### src/rtl/core/ard_ram.sv
// ----------------------------------------------------------------------------
// ard_ram
// Generic single write port, single read port RAM with registered read.
// ----------------------------------------------------------------------------
module ard_ram #(
    parameter int WIDTH = 8,
    parameter int DEPTH = 16
) (
    input  logic                     clk,
    input  logic                     wr_en,
    input  logic [$clog2(DEPTH)-1:0] wr_addr,
    input  logic [WIDTH-1:0]         wr_data,
    input  logic                     rd_en,
    input  logic [$clog2(DEPTH)-1:0] rd_addr,
    output logic [WIDTH-1:0]         rd_data
);

    logic [WIDTH-1:0] mem [DEPTH];

    always_ff @(posedge clk)
    begin
        if (wr_en)
        begin
            mem[wr_addr] <= wr_data;
        end
        if (rd_en)
        begin
            rd_data <= mem[rd_addr];
        end
    end

endmodule

### config.mk
export PLATFORM = sky130hd
export DESIGN_NAME = ard_ram
export DESIGN_NICKNAME = d
export VERILOG_FILES = /design/src/rtl/core/ard_ram.sv
export SDC_FILE = /design/constraint.sdc
export NUM_CORES = 1
export LEC_CHECK = 0
export BUFFER_PORTS_ARGS = -buffer_cell sky130_fd_sc_hd__buf_2
export CAP_MARGIN = 20
export CORE_MARGIN = 2
export CORE_UTILIZATION = 60
export DETAILED_ROUTE_END_ITERATION = 6
export GPL_TIMING_DRIVEN = 0
export PLACE_DENSITY_LB_ADDON = 0.05
export SYNTH_ARGS = -nofsm -noshare
export SYNTH_HDL_FRONTEND = slang
export SYNTH_SLANG_ARGS = --single-unit
### constraint.sdc
create_clock -name clk -period 3 [get_ports clk]
set_input_delay 0.15 -clock clk [delete_from_list [all_inputs] [get_ports clk]]
set_output_delay 0.15 -clock clk [all_outputs]
set_load 0.1 [all_outputs]
# == Yosys cells after proc, flatten, opt, wreduce, memory -nomap -nowiden ==
# Memories as Yosys holds them, arrays and structs flattened. A register that Yosys moved wholly into a read port is not among the register bits.
# Cells that the tools add are included.
# word_totals
mem_count,1
input_bits,19
regBits,0
mem_bits_rw,128
# op_classes
n_mux,2
# memory_table
memory,depth,word_bits,read_ports,rd_ports_with_merged_regs,write_ports,line,rtl
mem,16,8,1,1,1,18,logic [WIDTH-1:0] mem [DEPTH];
# ops
operator,count
$mux 1,2

# == Logic depth before layout (Yosys ltp) ==
# Gate-level depths: netlist of run 1.
# logic_depth
word_depth,2
ltp_mapped,5
depth_no_buf,3

# == Worst setup path before layout of run 1 ==
# Ideal clock, no wire load.
# synth_path
path_kind,in2reg
from,input port wr_addr[2]
to,memory mem[0][0] (enable)
setup_slack_ns,1.357
arrival_time_ns,1.260
n_path_buf,0
stages,2
path_cell_list,or3b_2 nor3_1
# synth_lines
item,line,rtl
"start, declared",11,"input logic [$clog2(DEPTH)-1:0] wr_addr,"
"end, declared",18,
# Straight into the memory's write port.

# == Worst setup path after layout of run 1 ==
# layout_path
from,input port wr_addr[2]
to,memory mem[0][5] (enable)
# Straight into the memory's write port.

==> results of run 1 <==
-- worst min-delay path by stage --
stage                                end  slack (ns)  cells after the start
finish               mem[1][6]$_DFFE_PP_        0.03                      1
global route        mem[15][6]$_DFFE_PP_        0.02                      1
CTS                 mem[13][6]$_DFFE_PP_        0.02                      1
detailed placement  rd_data[5]$_DFFE_PP_        0.51                      1
global placement    rd_data[3]$_DFFE_PP_        0.49                      1
floorplan            mem[0][0]$_DFFE_PP_        0.25                      0
-- through the flow --
step | util | instance area (um^2) | power, mW | std cells
after floorplan | - | 5228 | 2.364 | 229
final | 0.7181 | 6171 | 4.654 | 398
after global placement | 0.6386 | 5488 | 2.449 | 362
after global routing | 0.7181 | 6171 | 4.794 | 398
after detailed placement | 0.6418 | 5515 | 2.457 | 366
after CTS | 0.7181 | 6171 | 4.685 | 398
-- worst max-delay path, stage by stage --
cell    delay [ns]
buf_2         0.13
or3b_2        0.51
nor3_1        0.74
buf_2         0.31
-- routing by layer --
metal | track usage | vias to the layer above
li1 | - | 1080
met1 | 0.3305 | 1221
met2 | 0.3376 | 82
met3 | 0.05540 | 7
met4 | 0.07799 | 0
met5 | 0 | -
-- state kept, by name (all words and copies together) (netlist names) --
register	flops
mem	128
rd_data	8
-- cell families (layout without fill, tap and decap cells) --
group	count (synthesis)	count (layout)	share of synthesized area
DFF	136	136	0.7812
and+or+nand+nor	35	35	0.03136
muxes	32	32	0.1479
AOI/OAI and AO/OA	16	16	0.02298
buffers and inverters	10	71	0.01651
-- cell type report --
cell class / count / area (um^2) / area share
clock inverters: 12 / 224.0 / 0.03629
multi-input cells: 83 / 1057 / 0.1713
plain buffers: 10 / 86.33 / 0.01399
clock buffers: 19 / 421.7 / 0.06833
repair buffers: 30 / 162.7 / 0.02636
flip-flops and latches: 136 / 4084 / 0.6618
well taps: 108 / 135.1 / 0.02190
-- synth_stat cells --
master           number  area, um^2
edfxtp_1            136        4084
mux4_2               18       405.4
a22oi_1              16       120.1
mux4_1               14       367.9
nor2_1               13       48.80
nand2_1               9       33.78
nor3_1                4       20.02
buf_2                 3       15.01
buf_6                 3       33.78
clkdlybuf4s25_2       3       30.03
nand2b_1              2       12.51
nand3b_1              2       15.01
and2_1                1       6.260
and2b_1               1       7.510
buf_4                 1       7.510
nand3_1               1       5.000
nor2b_1               1       6.260
or3b_2                1       8.760
-- report_power, final --
part | internal (mW) | total (mW) | switching, mW | leakage [nW]
Clock | 1.51 | 2.24 | 0.724 | 0.312
Combinational | 0.0842 | 0.265 | 0.181 | 0.544
Sequential | 2.14 | 2.15 | 0.00972 | 1.24
==> impl_metrics.py, run 1 <==
metrics = {
    "place": {
        "numPortBuffers": 25,
        "place_ws_ns": 0.8461,
        "dp_hpwl_mm": 6.116,
        "gp_congestion": 0.7071,
    },
    "run_status": {
        "status": "completed",
    },
    "routing": {
        "wl_per_cell_um": 24.20,
        "finalWirelength_mm": 9.632,
        "met3WireLength_um": 628,
        "route.detailed.drc": 0,
        "viasPerCell": 6.005,
        "dr.pass1.iters": 4,
        "num_vias": 2390,
        "dr_wl_met2_mm": 4.665,
        "top_layer": "met4",
        "drtIter0Drc": 190,
        "m1WireLength_mm": 4.253,
        "postRouteAntennaNets": 0,
    },
    "worst_setup_path": {
        "cp_data_arrival_time_ns": 1.84,
        "reg2reg_from": "mem[5][1]$_DFFE_PP_",
        "critPathRequiredTime_ns": 3.22,
        "crit_end": "mem[0][5]$_DFFE_PP_",
        "startpoint": "wr_addr[2]",
        "r2r_setup_slack_ns": 1.46,
        "startpoint_type": "input port",
        "r2r_cells": 3,
        "r2r_end": "rd_data[1]$_DFFE_PP_",
        "cp-end-kind": "flop",
        "critPathMaxFanout": 5,
        "worst-setup-path-type": "in2reg",
    },
    "yosys": {
        "yosys_warnings": 0,
        "yosysUniqueCellTypes": 18,
        "avgSynthCellArea_um2": 22.83,
        "syn-num-nets": 248,
        "synth_cells": 229,
        "yosys_register_bits": 136,
        "syn-cell-area_mm2": 0.005228,
        "yosysSeqAreaShare": 0.7812,
    },
    "floorplanning": {
        "core_region_area_mm2": 0.008593,
        "fp.dieArea_mm2": 0.009475,
        "num_rows": 34,
        "die_w_um": 97.34,
        "fp.dieH_um": 97.34,
        "initial_core_util": 0.6083,
        "ios": 27,
    },
    "clock_network": {
        "cts_hold_buf": 1,
        "cts_tree": "done",
        "cts.sinks": 136,
        "post_cts_buffers": 0,
        "htree_levels": 4,
        "clk_latency_ns": 0.51,
        "clk_pin_slew_worst_paths_ns": 0.06,
        "cts_buffer_depth": 2,
        "post_cts_resized": 0,
        "numCtsBuffers": 17,
        "clockRootBuffer": "clkbuf_8",
    },
    "pwr": {
        "p_leak_nw": 2.092,
        "peakVddDrop_mv": 0.5260,
        "powerDensity_mw_per_mm2": 754.2,
    },
    "layout": {
        "nFillCells": 493,
        "area_growth_pct": 18.05,
        "drive_gt1_frac": 0.3000,
        "final_common_cell": "edfxtp_1",
        "diodes": 0,
        "layout.nets": 297,
        "final_cell_mix": "edfxtp_1, buf_2, mux4_2",
    },
    "timing": {
        "clock_skew_ns": 0.01535,
        "max_freq_mhz": 614.7,
        "hold_violations": 0,
        "min_period_ns": 1.627,
        "setup_slack_ns": 1.373,
        "setup_viol": 0,
        "tightestPinTransition_ns": 0.9395,
        "finalMaxSlewViolations": 0,
        "tns_ns": 0,
        "slew_headroom": 0.3689,
        "fin_hold_ws_ns": 0.03390,
        "fin_crit_sh": 0.5423,
        "rsz0062_at_grt": "false",
    },
    "grt": {
        "grt_max_degree": 17,
        "overflow": 0,
        "grt_pass1_wl_mm": 14.67,
        "grt_pass1_vias": 2458,
        "antenna_found_initial": 0,
        "grt.total_usage": 0.2241,
    },
    "job": {
        "maxCapViolations": 0,
    },
    "hold_path": {
        "hold_start": "wr_data[6]",
        "min_path_type": "in2reg",
    },
}
Note: power is estimated with default switching activity, not from simulation.
==> inputs of run 2 (changes only) <==
--- a/config.mk
+++ b/config.mk
@@ -8,7 +8,7 @@
 export BUFFER_PORTS_ARGS = -buffer_cell sky130_fd_sc_hd__buf_2
 export CAP_MARGIN = 20
 export CORE_MARGIN = 2
-export CORE_UTILIZATION = 60
+export CORE_UTILIZATION = 54
 export DETAILED_ROUTE_END_ITERATION = 6
 export GPL_TIMING_DRIVEN = 0
 export PLACE_DENSITY_LB_ADDON = 0.05
==> constraint.sdc (replaced) <==
create_clock -name clk -period 1.4 [get_ports clk]
set_input_delay 0.07 -clock clk [delete_from_list [all_inputs] [get_ports clk]]
set_output_delay 0.07 -clock clk [all_outputs]
set_load 0.1 [all_outputs]
==> run 2 against run 1 <==
  * The flow now finishes with violations (setup timing)
  * Wire length increased by 4.6%
  * Clock power grew 110%
  * Die area is 11% higher
  * Largest power group unchanged
==> impl_metrics.py, run 2 (synthesis results as in run 1) <==
metrics = {
    "run_status": {
        "status": "complete, but fails checks",
        "violations": "setup timing",
    },
    "clock_network": {
        "cts_buffer_depth": 2,
        "cts.sinks": 136,
        "post_cts_buffers": 0,
        "numCtsBuffers": 17,
        "clk_latency_ns": 0.50,
        "clk_pin_slew_worst_paths_ns": 0.06,
        "cts_tree": "done",
        "clockRootBuffer": "clkbuf_8",
        "htree_levels": 4,
    },
    "routing": {
        "dr.pass1.iters": 4,
        "postRouteAntennaNets": 0,
        "num_vias": 2429,
        "finalWirelength_mm": 10.07,
        "drtIter0Drc": 203,
        "wl_per_cell_um": 23.53,
        "route.detailed.drc": 0,
        "viasPerCell": 5.675,
    },
    "job": {
        "maxCapViolations": 0,
    },
    "grt": {
        "antenna_found_initial": 0,
        "overflow": 0,
        "grt_max_degree": 17,
        "grt_pass1_vias": 2545,
        "grt.total_usage": 0.2160,
        "grt_pass1_wl_mm": 15.39,
    },
    "layout": {
        "top_regs": "mem: 128 flops, rd_data: 8 flops",
        "finalNonFillerCells": 428,
        "area_growth_pct": 20.18,
        "top_register": "mem",
        "final_common_cell": "edfxtp_1",
        "final_cell_mix": "edfxtp_1, mux4_2, buf_2",
        "layout.nets": 305,
        "drive_gt1_frac": 0.3779,
        "diodes": 0,
        "nFillCells": 610,
        "largest_reg_flops": 128,
    },
    "hold_path": {
        "min_path_type": "in2reg",
        "hold_start": "wr_data[1]",
    },
    "floorplanning": {
        "die_w_um": 102.4,
        "core_region_area_mm2": 0.009328,
        "ios": 27,
        "num_rows": 35,
        "initial_core_util": 0.5604,
        "fp.dieArea_mm2": 0.01048,
        "fp.dieH_um": 102.4,
    },
    "timing": {
        "fin_hold_ws_ns": 0.01340,
        "tightestPinTransition_ns": 0.8591,
        "max_freq_mhz": 703.8,
        "clock_skew_ns": 0.01616,
        "hold_violations": 0,
        "fin_crit_sh": 1.015,
        "slew_headroom": 0.4252,
        "min_period_ns": 1.421,
        "setup_slack_ns": -0.02080,
        "rsz0062_at_grt": "true",
        "finalMaxSlewViolations": 0,
        "setup_viol": 3,
    },
    "pwr": {
        "peakVddDrop_mv": 1.011,
        "p_leak_nw": 2.066,
        "powerDensity_mw_per_mm2": 1569,
        "p_total_mw": 9.857,
    },
    "place": {
        "numPortBuffers": 25,
        "gp_congestion": 0.7264,
        "placed_cells": 386,
        "dp_hpwl_mm": 6.263,
    },
    "worst_setup_path": {
        "critPathRequiredTime_ns": 1.65,
        "cp_data_arrival_time_ns": 1.68,
        "worst-setup-path-type": "reg2reg",
        "critPathMaxFanout": 1,
        "cp-end-kind": "flop",
        "startpoint_type": "flop",
        "startpoint": "mem[4][1]$_DFFE_PP_",
        "reg2reg_from": "mem[4][1]$_DFFE_PP_",
    },
}
run 2: final cells by class:
cell class | instances | area (um^2) | share of cell area
timing repair buffer | 38 | 245.2 | 0.03904
multi-input combinational | 83 | 1082 | 0.1723
buffer | 10 | 86.33 | 0.01374
tap | 129 | 161.4 | 0.02569
sequential | 136 | 4084 | 0.6501
clock buffer | 18 | 417.9 | 0.06652
clock inverter | 14 | 205.2 | 0.03266
run 2: critical path: stages (launching register included):
cell	delay, ns
edfxtp_1	0.37
mux4_2	0.53
a22oi_2	0.19
nand2_1	0.07
run 2: worst paths after layout:
path,end,slack (ns),cells past startpoint
min,mem[8][1]$_DFFE_PP_,0.01,1
max,rd_data[1]$_DFFE_PP_,-0.02,3
max reg2reg,rd_data[1]$_DFFE_PP_,-0.02,3
min reg2reg,rd_data[6]$_DFFE_PP_,0.75,3
run 2: timing repair:
| item | CTS | global route |
|---|---|---|
| pin swaps | 7 | 6 |
| endpoints found under the setup margin | 8 | 8 |
| resized for setup | 11 | 14 |
| hold buffers | 10 | 0 |
| endpoints found under the hold margin | 121 | 0 |
run 2: metrics by stage:
stage	area (um^2)	worst slack (ns)	setup TNS, ns	util
final	6282	-0.02080	-0.05035	0.6735
after global placement	5519	-0.4243	-24.21	0.5917
after CTS	6265	-0.05853	-0.2598	0.6716
after floorplan	5233	0.04759	0	-
after global routing	6282	-0.05263	-0.2685	0.6735
after detailed placement	5539	-0.3889	-17.57	0.5938
run 2: where the power goes:
| group | internal [mW] | switching (mW) |
|---|---|---|
| Sequential | 4.59 | 0.0215 |
| Clock | 3.05 | 1.57 |
| Combinational | 0.212 | 0.417 |
| Total | 7.85 | 2.00 |
run 2: layer usage:
metal  track usage  routed length (um)
met4       0.06154                 124
met2        0.3259                4728
met3       0.04788                 683
met5             0                   0
met1        0.3249                4535
