`config.mk`:
```
export PLATFORM = sky130hd
export DESIGN_NAME = ard_divider
export DESIGN_NICKNAME = d
export VERILOG_FILES = /design/src/rtl/core/ard_pkg.sv /design/src/rtl/core/ard_divider.sv
export SDC_FILE = /design/constraint.sdc
export NUM_CORES = 1
export LEC_CHECK = 0
export BUFFER_PORTS_ARGS = -buffer_cell sky130_fd_sc_hd__buf_2
export CORE_MARGIN = 8
export CORE_UTILIZATION = 61
export DETAILED_ROUTE_END_ITERATION = 7
export PLACE_DENSITY = 0.81
export SLEW_MARGIN = 30
export SYNTH_ARGS = -nofsm -noshare
export SYNTH_HDL_FRONTEND = slang
export SYNTH_SLANG_ARGS = --single-unit
```
`constraint.sdc`:
```
create_clock -name clk -period 11.2 [get_ports clk]
set_input_delay 2.24 -clock clk [delete_from_list [all_inputs] [get_ports clk]]
set_output_delay 2.24 -clock clk [all_outputs]
set_load 0.02 [all_outputs]
```
`src/rtl/core/ard_pkg.sv`:
```
// ----------------------------------------------------------------------------
// ard_pkg
// Shared types, widths and constants of the audio rate estimator.
// ----------------------------------------------------------------------------
package ard_pkg;

    localparam int FRACTION_BITS = 5;
    localparam int QUEUE_DEPTH   = 64;
    localparam int QADDR_W       = $clog2(QUEUE_DEPTH);
    localparam int QCOUNT_W      = $clog2(QUEUE_DEPTH + 1);

    localparam int SAMPLE_W   = 20;
    localparam int TIME_W     = 32;
    localparam int GAP_W      = 24;
    localparam int RATE_W     = 20;
    localparam int OUT_W      = 26;
    localparam int CFG_IDX_W  = 2;
    localparam int CFG_DATA_W = 24;
    localparam int WSUM_W     = 32;
    localparam int LSS_W      = 40;
    localparam int LTS_W      = 32;
    localparam int SUM_SHIFT  = 5;
    localparam int ENTRY_W    = SAMPLE_W + GAP_W;

    // scaled reference rate and smoothed state widths
    localparam int RW    = RATE_W + FRACTION_BITS;
    localparam int SR_W  = RW + 1;
    localparam int QUO_W = 41;
    localparam int EST_W = QUO_W + 1;

    localparam longint unsigned RATE_SCALE_VAL = 64'd1000000 << FRACTION_BITS;
    localparam int SCALE_W = $clog2(RATE_SCALE_VAL + 1);
    localparam int DVD_W   = LSS_W + SCALE_W + 1;
    localparam int CNT_W   = $clog2(DVD_W);

    localparam logic [SCALE_W-1:0] RATE_SCALE   = SCALE_W'(RATE_SCALE_VAL);
    localparam logic [WSUM_W-1:0]  WINDOW_US    = WSUM_W'(100000);
    localparam logic [LTS_W-1:0]   LTS_INIT     = LTS_W'(64'd12000000 << 5);
    localparam logic [LTS_W-1:0]   SHRINK_LIMIT = LTS_W'(64'd16000000 << 5);
    localparam logic [QUO_W-1:0]   ESAT         = QUO_W'(64'd1 << (QUO_W - 1));

    localparam logic [RATE_W-1:0] REF_DEFAULT     = RATE_W'(48000);
    localparam logic [RATE_W-1:0] INIT_DEFAULT    = RATE_W'(48000);
    localparam logic [GAP_W-1:0]  MAX_GAP_DEFAULT = GAP_W'(100000);

    typedef enum logic [CFG_IDX_W-1:0] {
        CFG_REFERENCE_RATE = 2'd0,
        CFG_INITIAL_RATE   = 2'd1,
        CFG_MAX_GAP_US     = 2'd2
    } cfg_reg_t;

    typedef struct packed {
        logic             start;
        logic [LSS_W-1:0] mcand;
        logic [LTS_W-1:0] bias;
        logic [LTS_W-1:0] divisor;
    } div_req_t;

    typedef struct packed {
        logic             done;
        logic [QUO_W-1:0] quotient;
    } div_resp_t;

    function automatic logic [SR_W-1:0] clamp_band(input logic [EST_W-1:0] e,
                                                   input logic [RW-1:0] r);
        logic [SR_W-1:0] band;
        logic [SR_W-1:0] hi;
        logic [SR_W-1:0] lo;
        band = SR_W'(r >> 6);
        hi   = SR_W'(r) + band;
        lo   = SR_W'(r) - band;
        if (e > EST_W'(hi))
            return hi;
        else if (e < EST_W'(lo))
            return lo;
        else
            return SR_W'(e);
    endfunction

endpackage

```
`src/rtl/core/ard_divider.sv`:
```
// ----------------------------------------------------------------------------
// ard_divider
// Iterative unit: (mcand * RATE_SCALE + bias) / divisor, saturated at 2^40.
// Shift-add multiply by the scale constant, then one quotient bit per cycle.
// ----------------------------------------------------------------------------
module ard_divider (
    input  logic               clk,
    input  logic               rst_n,
    input  ard_pkg::div_req_t  req,
    output ard_pkg::div_resp_t resp
);

    typedef enum logic [1:0] {
        D_IDLE,
        D_MUL,
        D_DIV
    } dstate_t;

    dstate_t                          state_reg, state_next;
    logic [ard_pkg::CNT_W-1:0]        cnt_reg, cnt_next;
    logic [ard_pkg::SCALE_W-1:0]      kbits_reg, kbits_next;
    logic [ard_pkg::DVD_W-1:0]        acc_reg, acc_next;
    logic [ard_pkg::DVD_W-1:0]        mcand_reg, mcand_next;
    logic [ard_pkg::DVD_W-1:0]        quo_reg, quo_next;
    logic [ard_pkg::LTS_W-1:0]        divisor_reg, divisor_next;
    logic [ard_pkg::LTS_W-1:0]        rem_reg, rem_next;
    logic                             done_reg, done_next;
    logic [ard_pkg::QUO_W-1:0]        result_reg, result_next;

    logic [ard_pkg::LTS_W:0]          partial;
    logic [ard_pkg::LTS_W+1:0]        diff;
    logic                             ge;

    assign partial = {rem_reg, acc_reg[ard_pkg::DVD_W-1]};
    assign diff    = {1'b0, partial} - {2'b00, divisor_reg};
    assign ge      = ~diff[ard_pkg::LTS_W+1];

    always_comb
    begin
        state_next   = state_reg;
        cnt_next     = cnt_reg;
        kbits_next   = kbits_reg;
        acc_next     = acc_reg;
        mcand_next   = mcand_reg;
        quo_next     = quo_reg;
        divisor_next = divisor_reg;
        rem_next     = rem_reg;
        done_next    = 1'b0;
        result_next  = result_reg;
        unique case (state_reg)
            D_IDLE:
            begin
                if (req.start)
                begin
                    acc_next     = ard_pkg::DVD_W'(req.bias);
                    mcand_next   = ard_pkg::DVD_W'(req.mcand);
                    kbits_next   = ard_pkg::RATE_SCALE;
                    divisor_next = req.divisor;
                    rem_next     = '0;
                    cnt_next     = '0;
                    state_next   = D_MUL;
                end
            end
            D_MUL:
            begin
                if (kbits_reg[0])
                begin
                    acc_next = acc_reg + mcand_reg;
                end
                mcand_next = mcand_reg << 1;
                kbits_next = kbits_reg >> 1;
                // last set bit of the scale constant
                if (kbits_reg == ard_pkg::SCALE_W'(1))
                begin
                    state_next = D_DIV;
                end
            end
            D_DIV:
            begin
                if (ge)
                begin
                    rem_next = diff[ard_pkg::LTS_W-1:0];
                end
                else
                begin
                    rem_next = partial[ard_pkg::LTS_W-1:0];
                end
                quo_next = {quo_reg[ard_pkg::DVD_W-2:0], ge};
                acc_next = acc_reg << 1;
                cnt_next = cnt_reg + 1'b1;
                if (cnt_reg == ard_pkg::CNT_W'(ard_pkg::DVD_W - 1))
                begin
                    done_next  = 1'b1;
                    state_next = D_IDLE;
                    if (quo_next > ard_pkg::DVD_W'(ard_pkg::ESAT))
                        result_next = ard_pkg::ESAT;
                    else
                        result_next = quo_next[ard_pkg::QUO_W-1:0];
                end
            end
            default:
            begin
                state_next = D_IDLE;
            end
        endcase
    end

    always_ff @(posedge clk or negedge rst_n)
    begin
        if (!rst_n)
        begin
            state_reg <= D_IDLE;
            done_reg  <= 1'b0;
            cnt_reg   <= '0;
        end
        else
        begin
            state_reg <= state_next;
            done_reg  <= done_next;
            cnt_reg   <= cnt_next;
        end
    end

    always_ff @(posedge clk)
    begin
        kbits_reg   <= kbits_next;
        acc_reg     <= acc_next;
        mcand_reg   <= mcand_next;
        quo_reg     <= quo_next;
        divisor_reg <= divisor_next;
        rem_reg     <= rem_next;
        result_reg  <= result_next;
    end

    assign resp.done     = done_reg;
    assign resp.quotient = result_reg;

    a_start_idle: assert property (@(posedge clk) disable iff (!rst_n)
        req.start |-> state_reg == D_IDLE)
        else $error("divider started while busy");

    a_done_pulse: assert property (@(posedge clk) disable iff (!rst_n)
        done_reg |=> !done_reg)
        else $error("divider done held more than one cycle");

    a_done_after_div: assert property (@(posedge clk) disable iff (!rst_n)
        done_reg |-> $past(state_reg) == D_DIV)
        else $error("divider done without a divide pass");

endmodule
```
After elaboration in Yosys (flattened, before gate mapping)
Index checks and enable logic that the tools add are counted.
{ "totals": {"ramBits": 0, "in_bits": 107, "latch_bits": 0, "reg_bits": 337, "n_memories": 0, "out_inout_bits": 42, "mem_bits_ro": 0} }
{ "op_classes": {"n_shift": 0, "n_eq_ne": 8, "muxes": 18, "mul": 0, "div": 0, "reduce_logical": 10, "bitwise_logic": 1, "n_addsub": 3, "n_lt_le_gt_ge": 1} }
{ "op_table": {"columns": ["op", "count"], "rows": [
  ["$mux W66", 3],
  ["$pmux W66 S3", 1],
  ["$pmux W66 S2", 1],
  ["$add A66 B66 Y66", 1],
  ["$gt A66 B41 Y1 const B", 1],
  ["$mux W32", 2],
  ["$pmux W32 S2", 1],
  ["$pmux W25 S2", 1],
  ["$sub A33 B32 Y34", 1],
  ["$eq A25 B1 Y1 const B", 1],
  ["$mux W25", 1],
  ["$pmux W7 S2", 1],
  ["$ne A2 B2 Y1 const B", 4],
  ["$reduce_and A2 Y1", 4],
  ["$add A7 B1 Y7 const B", 1],
  ["$eq A7 B7 Y1 const B", 1],
  ["$mux W7", 1],
  ["$mux W2", 3],
  ["$pmux W2 S3", 1],
  ["$reduce_and A3 Y1", 2],
  ["$reduce_bool A2 Y1", 2],
  ["$reduce_bool A3 Y1", 1],
  ["$eq A2 B1 Y1 const B", 1],
  ["$eq A2 B2 Y1 const B", 1],
  ["other kinds (3)", 4]
]} }

Longest topological paths before layout
Gate-level depths: netlist of the first run.
{ "depth": {"word_depth": 3, "mapped_depth": 14, "depth_no_buf": 13} }

Worst setup path after synthesis of the first run
No wires, ideal clock.
{ "synth_timing": {"kind": "reg2reg", "from": "register state_reg[1]", "to": "register kbits_reg[0] in the netlist's numbering (enable)", "arrival_ns": 7.491, "setup_slack_ns": 3.043, "t_required_ns": 10.534, "path_stages_with_launch": 7, "cell_sequence": "dfrtp_1 -> inv_1 -> ha_1 -> clkbuf_1 -> clkbuf_1 -> inv_1 -> o21ai_0"} }
{ "synth_via": {"elab_chain_len": 3, "word_cells_on_any_way": 5, "classes_between": "eq/ne (2); reduce/logical (3)"} }
{ "synth_rtl": {"columns": ["element", "line", "source"], "rows": [
  ["from (decl)", "ard_divider.sv:19", "dstate_t state_reg, state_next;"],
  ["from (signal assigned)", "ard_divider.sv:118", "state_reg <= state_next;"],
  ["$eq A2 B1 Y1 or $logic_not A2 Y1 (tied branches)", "ard_divider.sv:50", "unique case (state_reg)"],
  ["$reduce_bool A2 Y1 (no source line) or $ne A2 B2 Y1 (tied branches)", null, null],
  ["$reduce_and A2 Y1 (no source line) *", null, null],
  ["to (signal assigned)", "ard_divider.sv:126", "kbits_reg <= kbits_next;"],
  ["to (decl)", "ard_divider.sv:21", "logic [ard_pkg::SCALE_W-1:0] kbits_reg, kbits_next;"]
]} }
Mark *: on every way between the ends. The rest lies on a longest branch, timed or not.
A chain may end at the register's enable or synchronous reset.

Worst setup path after layout of the first run
{ "layout_timing": {"from": "register acc_reg[0] in the netlist's numbering", "to": "register acc_reg[58] in the netlist's numbering, data pin"} }
{ "layout_via": {"elab_chain_len": 3} }
{ "layout_rtl": {"columns": ["element", "line", "source"], "rows": [
  ["from (decl)", "ard_divider.sv:22", "logic [ard_pkg::DVD_W-1:0] acc_reg, acc_next;"],
  ["from (signal assigned)", "ard_divider.sv:127", "acc_reg <= acc_next;"],
  ["$add A66 B66 Y66", "ard_divider.sv:68", "acc_next = acc_reg + mcand_reg;"],
  ["$mux W66", "ard_divider.sv:66", "if (kbits_reg[0])"],
  ["$pmux W66 S3", "ard_divider.sv:50", null],
  ["named net acc_next, one bit", "ard_divider.sv:22", null]
]} }
The timed path passes the listed nets, and every way through them passes these cells. The select of a mux whose other input is x is not followed.

==> metrics.cfg, run 1 <==
[synth]
synth_edf_count=327
yosysTopAreaCell=edfxtp_1
synth_cell_types=73
seq_area_frac_synth_pct=54.3
dominantRegCellSynth=edfxtp_1
yosysWarnings=0
synth_area_um2=18500
synth.avg_cell_area_um2=11.2
postSynth.asyncResetShare_pct=2.97
synthCells=1656
synth_area_leaders=edfxtp_1 (53%), ha_1 (6.9%), a21oi_1 (4.2%)
synth.top_cell.area_share_pct=52.9
ys_seq_elements=337
syn-num-nets=1867

[floorplanning]
die-width_um=190
die_y_um=190
coreArea_um2=30300
die_area_um2=36200
start_util_pct=61.3
std_cell_rows=64
num_io_pins=149

[cells_and_area]
fin_nets=1993
drive_above_1_share_pct=15.6
layout_common_cells=edfxtp_1 (327), a21oi_1 (157), buf_2 (148), nor2_1 (113), nand2_1 (112)
syn2layout_area_growth_pct=12.7
diodes=0
final_common_cell=edfxtp_1

[detailed_routing]
detail_route.wl_per_cell_um=18.5
dr.pass1.iters=6
routed_via_density=6.08
ant_nets=0
postRouteWirelength_um=40900
drc=0
drtIter0Drc=1054
via_count=13400

[sta]
slew_headroom_pct=38.3
rsz0062_at_grt=no
timing.fmax_mhz=265
skew_ps=15.5
hold_violations=0
final_max_slew_viol_count=0
fin_crit_sh_pct=33.7
tightest_slew_ps=925
layout_min_cycle_time_ps=3780
tns_ps=0
setup-violations-final=0

[clocking]
insertion_delay_ps=540
clock-root-buffer=clkbuf_16
post-cts-setup-buffers=0
cts_buffers=36
clock_path_buffers=3
cts_resized=0
cts_tree=yes
h-tree-depth=2
clkTransAtPathRegs_ps=60
cts.sinks=337
cts_hold_buffers=0

[min_path]
hold_class=reg2reg
hold_depth=0

[global_route]
grt_pass1_wl_um=66600
grt_max_degree=94
antenna_found_initial=0
grt_pass1_vias=13400
gr-total-overflow=0
grt_util_all_layers_pct=22.2

[placed_design]
place.port_buffers=148
place_congestion=0.912
hpwl_um=28000

[worst_setup_path]
cp.required_ps=11490
reg2reg_depth=12
cp-end-kind=register
crit_fanout=4
crit_arrival_ps=4060
crit_type=reg2reg
startpoint_type=register

[flow_run]
maxCapViolations=0

[status]
status=finished clean

==> cell type report <==
type	count	area, um^2
sequential	337	10100
fill	2216	9370
multi-input combinational	1178	7990
clock buffer	42	933
timing repair buffer	160	878
tap	396	495
clock inverter	23	279
inverter	69	259
==> path summary, 6_finish.rpt <==
path / slack, ps / from / endpoint
worst max-delay path: 7420 / acc_reg[0]$_DFFE_PP_ / acc_reg[58]$_DFFE_PP_
worst min-delay path: 450 / quo_reg[51]$_DFFE_PP_ / quo_reg[52]$_DFFE_PP_
worst max register to register: 7420 / acc_reg[0]$_DFFE_PP_ / acc_reg[58]$_DFFE_PP_
worst min register to register: 450 / quo_reg[51]$_DFFE_PP_ / quo_reg[52]$_DFFE_PP_
max in group asynchronous: 9400 / rst_n / cnt_reg[3]$_DFFE_PN0P_
min in group asynchronous: 1580 / rst_n / done_reg$_DFF_PN0_
==> cell usage after synthesis (8+ instances only) <==
master and number:
ha_1 102, edfxtp_1 327, o21ai_0 83, o21bai_1 21, o21a_1 14, a211oi_1 15
and3_1 8, o211ai_1 10, mux2_2 40, o21ai_1 12, dfrtp_1 10, nor2b_1 11
nor3_1 16, nand2b_1 16, a21o_1 55, xnor2_1 51, a31oi_1 14, nand4_1 36
inv_1 68, clkbuf_1 60, a22oi_1 27, nand2_1 112, nand3_1 22, xor2_1 39
nor2_1 116, a21oi_1 157, and2_1 91, nor4_1 24
==> routing by layer <==
| layer | up-vias | part of all wire (%) | wire length [um] | track usage (%) |
|---|---|---|---|---|
| met4 | 0 | 2.2 | 885 | 6.65 |
| met2 | 489 | 49 | 20100 | 37.8 |
| li1 | 6444 | - | - | - |
| met3 | 75 | 7.0 | 2850 | 3.86 |
| met5 | - | 0 | 0 | 0 |
| met1 | 6389 | 42 | 17100 | 28.7 |
==> through the flow <==
step	hold slack (ps)	worst slack [ps]	utilization, %	instances	area, um^2
detailed placement	438	7430	65.0	2140	19700
floorplan	427	3040	-	1656	18500
global placement	434	7010	64.8	2138	19600
finish	452	7420	69.1	2205	20900
CTS	446	7480	69.0	2205	20900
global route	463	7190	69.1	2205	20900
==> worst max-delay path, cell delays in order, from the launching register on <==
cell      delay (ps)
edfxtp_1         390
ha_1             250
fa_1             420
a21o_1           220
a221oi_2         390
a221o_1          300
o21bai_1         120
a21oi_1          390
o21ai_1          260
o211ai_1         300
nand3_1          130
xnor2_1          140
a22o_1           200
==> logic make-up (layout without fill, tap and decap cells) <==
kind of cell / after synthesis / in the layout / synth area share (%)
compound gates: 461 / 461 / 15.7
xor+xnor: 90 / 90 / 4.25
fa+ha+maj: 104 / 104 / 7.10
buf+inv: 141 / 294 / 2.96
flops: 337 / 337 / 54.3
mux: 46 / 46 / 2.75
simple gates: 477 / 477 / 12.9
Power of run 1 is left out: the tool's default activity adds up to more than one toggle a clock period on the data nets, which glitch-free logic cannot reach.
==> run 2: changes to the inputs <==
- ABC_AREA: unset -> 1
- CORE_UTILIZATION: 61 -> 62
- PLACE_DENSITY: 0.81 -> 0.82
- clock period: 11.2 -> 3.82 ns (I/O delays scaled with it)
==> metrics.cfg, run 2 <==
[status]
status=finished clean

[cells_and_area]
register_area_um2=10100  ; unchanged
layout_common_cells=nand2_1 (822), inv_1 (405), edfxtp_1 (327), nor2_1 (310), a21oi_1 (228)
fillers=2690  ; +21%
syn2layout_area_growth_pct=12.5
fin_nets=2998  ; +50%
final_common_cell=nand2_1
multi_input_area_um2=8870  ; +11%
drive_above_1_share_pct=8.92  ; -6.7 points

[sta]
fin_crit_sh_pct=73.7  ; +40 points
rsz0062_at_grt=no
final_max_slew_viol_count=0  ; unchanged
tns_ps=0  ; unchanged
tightest_slew_ps=921  ; -4.00 ps
setup-violations-final=0  ; unchanged
layout_min_cycle_time_ps=2820  ; -960 ps
hold_violations=0  ; unchanged
timing.fmax_mhz=355  ; +34%
slew_headroom_pct=38.2  ; -0.11 points
skew_ps=33.4  ; +17.9 ps

[worst_setup_path]
crit_cells=7  ; -5
slowest_stage=clkinv_1
crit_type=reg2reg
startpoint_type=register
cp.required_ps=4150  ; -7340 ps
cp-end-kind=register
crit_arrival_ps=3150  ; -910 ps
reg2reg_depth=7  ; -5
crit_top_cell=nand2_1
critPathMaxStageDelay_ps=760  ; +340 ps
crit_family=buffers and inverters
worst-path-buf-inv=3  ; +3
crit_path_cell_trace=inv_1 -> ha_1 -> nand2_1 -> clkinv_1 -> buf_4 -> nand3_1 -> nand2_1
crit_fanout=22  ; +18

[clocking]
clock_path_buffers=3  ; unchanged
cts_tree=yes
insertion_delay_ps=590  ; +50 ps
cts_hold_buffers=0  ; unchanged
cts.sinks=337  ; unchanged
clkTransAtPathRegs_ps=60  ; about the same
h-tree-depth=2  ; unchanged
clock-root-buffer=clkbuf_16
cts_resized=0  ; unchanged
post-cts-setup-buffers=0  ; unchanged
cts_buffers=37  ; +2.8%

[pwr]
leakage_nw=11.0
finalPower_mw=23.5
cellPowerDensity_nw_per_um2=1010
worst_ir_drop_vdd_uv=669

[floorplanning]
num_io_pins=149  ; unchanged
die_area_um2=39400  ; +8.7%
die_y_um=198  ; +4.3%
coreArea_um2=33200  ; +9.7%
die-width_um=198  ; +4.3%
start_util_pct=62.2  ; +0.91 points
std_cell_rows=67  ; +4.7%

[detailed_routing]
postRouteWirelength_um=59100  ; +45%
wl_met2_um=28400  ; +42%
highest_layer=met4
wl_met1_um=23800  ; +39%
drc=0  ; unchanged
ant_nets=0  ; unchanged
routed_via_density=5.61  ; -7.7%
wl_met3_um=4020  ; +41%
drtIter0Drc=1435  ; +36%
detail_route.wl_per_cell_um=18.1  ; -2.4%
dr.pass1.iters=6  ; unchanged
via_count=18300  ; +37%

[synth]
ys_seq_elements=337  ; unchanged
synth_area_um2=20600  ; +11%
synth.avg_cell_area_um2=7.85  ; -30%
synth_area_leaders=edfxtp_1 (48%), nand2_1 (15%), inv_1 (7.4%)
postSynth.asyncResetShare_pct=2.97  ; unchanged
synthCells=2631  ; +59%
seq_area_frac_synth_pct=48.8  ; -5.5 points
synth.top_cell.area_share_pct=47.6  ; -5.4 points
synth_edf_count=327  ; unchanged
syn-num-nets=2842  ; +52%
synthMostInstantiatedCell=nand2_1
synth_cell_types=41  ; -44%
yosysWarnings=0  ; unchanged
yosysTopAreaCell=edfxtp_1
dominantRegCellSynth=edfxtp_1
ys_top_cells_by_count=nand2_1 (822), inv_1 (406), edfxtp_1 (327)

[global_route]
grt_max_degree=92  ; -2.1%
gr-total-overflow=0  ; unchanged
grt_util_all_layers_pct=30.1  ; +8.0 points
antenna_found_initial=0  ; unchanged
grt_pass1_vias=18200  ; +36%
grt_pass1_wl_um=93500  ; +41%

[min_path]
hold_class=in2async

[placed_design]
hpwl_um=44000  ; +57%
place.port_buffers=148  ; unchanged
place_congestion=0.977  ; +7.1%

[flow_run]
maxCapViolations=0  ; unchanged

-- run 2: cell types whose count changed in the layout (fill, tap and decap cells not counted), moves of 19 or more --
cell     change
a21o_1      -52
a21oi_1     +71
a22oi_1     -27
and2_1      -91
inv_1      +338
mux2_2      -40
nand2_1    +710
nand3_1    +103
nor2_1     +197
o21ai_0     +19
xnor2_1     -36
xor2_1      -35
-- run 2: final timing paths --
check / startpoint / endpoint / slack [ps]
setup / recovery: state_reg[0]$_DFFE_PN0P_ / acc_reg[57]$_DFFE_PP_ / 1000
hold / removal: rst_n / cnt_reg[3]$_DFFE_PN0P_ / 40
setup reg to reg: state_reg[0]$_DFFE_PN0P_ / acc_reg[57]$_DFFE_PP_ / 1000
hold reg to reg: quo_reg[15]$_DFFE_PP_ / quo_reg[16]$_DFFE_PP_ / 450
max in group asynchronous: rst_n / cnt_reg[0]$_DFFE_PN0P_ / 3570
min in group clk: req[22] / divisor_reg[22]$_DFFE_PP_ / 370
-- run 2: area by class of cell --
type | instances | share of cell area (%)
Timing Repair Buffer | 165 | 3.88
Inverter | 410 | 6.63
Clock buffer | 39 | 4.02
Clock inverter | 28 | 1.50
Sequential cell | 337 | 43.4
Antenna cell | 1 | 0.0108
Tap cell | 448 | 2.41
Multi-Input combinational cell | 1836 | 38.2
-- run 2: logic make-up (layout without fill, tap and decap cells) --
kind of cell | count (synthesis) | after routing | share of synthesized area (%)
and+or+nand+nor | 1355 | 1355 | 26.6
buffers and inverters | 458 | 642 | 8.50
AOI/OAI and AO/OA | 358 | 358 | 8.94
DFF | 337 | 337 | 48.8
adders and majority gates | 104 | 104 | 6.38
xor gates and xnor gates | 19 | 19 | 0.806
other | 0 | 1 | 0
-- run 2: per-stage QoR --
stage	cells	utilization (%)	setup WS, ps	hold slack (ps)	cell area (um^2)
after detailed placement	3195	66.0	1060	434	21900
after CTS	3262	69.9	1060	27.6	23200
after global routing	3263	70.0	824	37.8	23200
final	3264	70.0	1000	44.8	23200
after global placement	3195	66.0	1110	430	21900
after floorplan	2631	-	42.2	417	20700
-- run 2: power breakdown --
| group | leakage (nW) | switching [mW] | internal [mW] |
|---|---|---|---|
| clock | 0.621 | 1.59 | 2.21 |
| combinational | 7.10 | 8.98 | 3.90 |
| sequential | 3.30 | 0.756 | 6.08 |
-- run 2: routing by layer --
metal | track usage, % | vias up
li1 | - | 8864
met1 | 37.1 | 8497
met2 | 52.0 | 791
met3 | 4.30 | 152
met4 | 14.1 | 0
met5 | 0 | -
No activity file was read; power rests on OpenSTA's default activity.
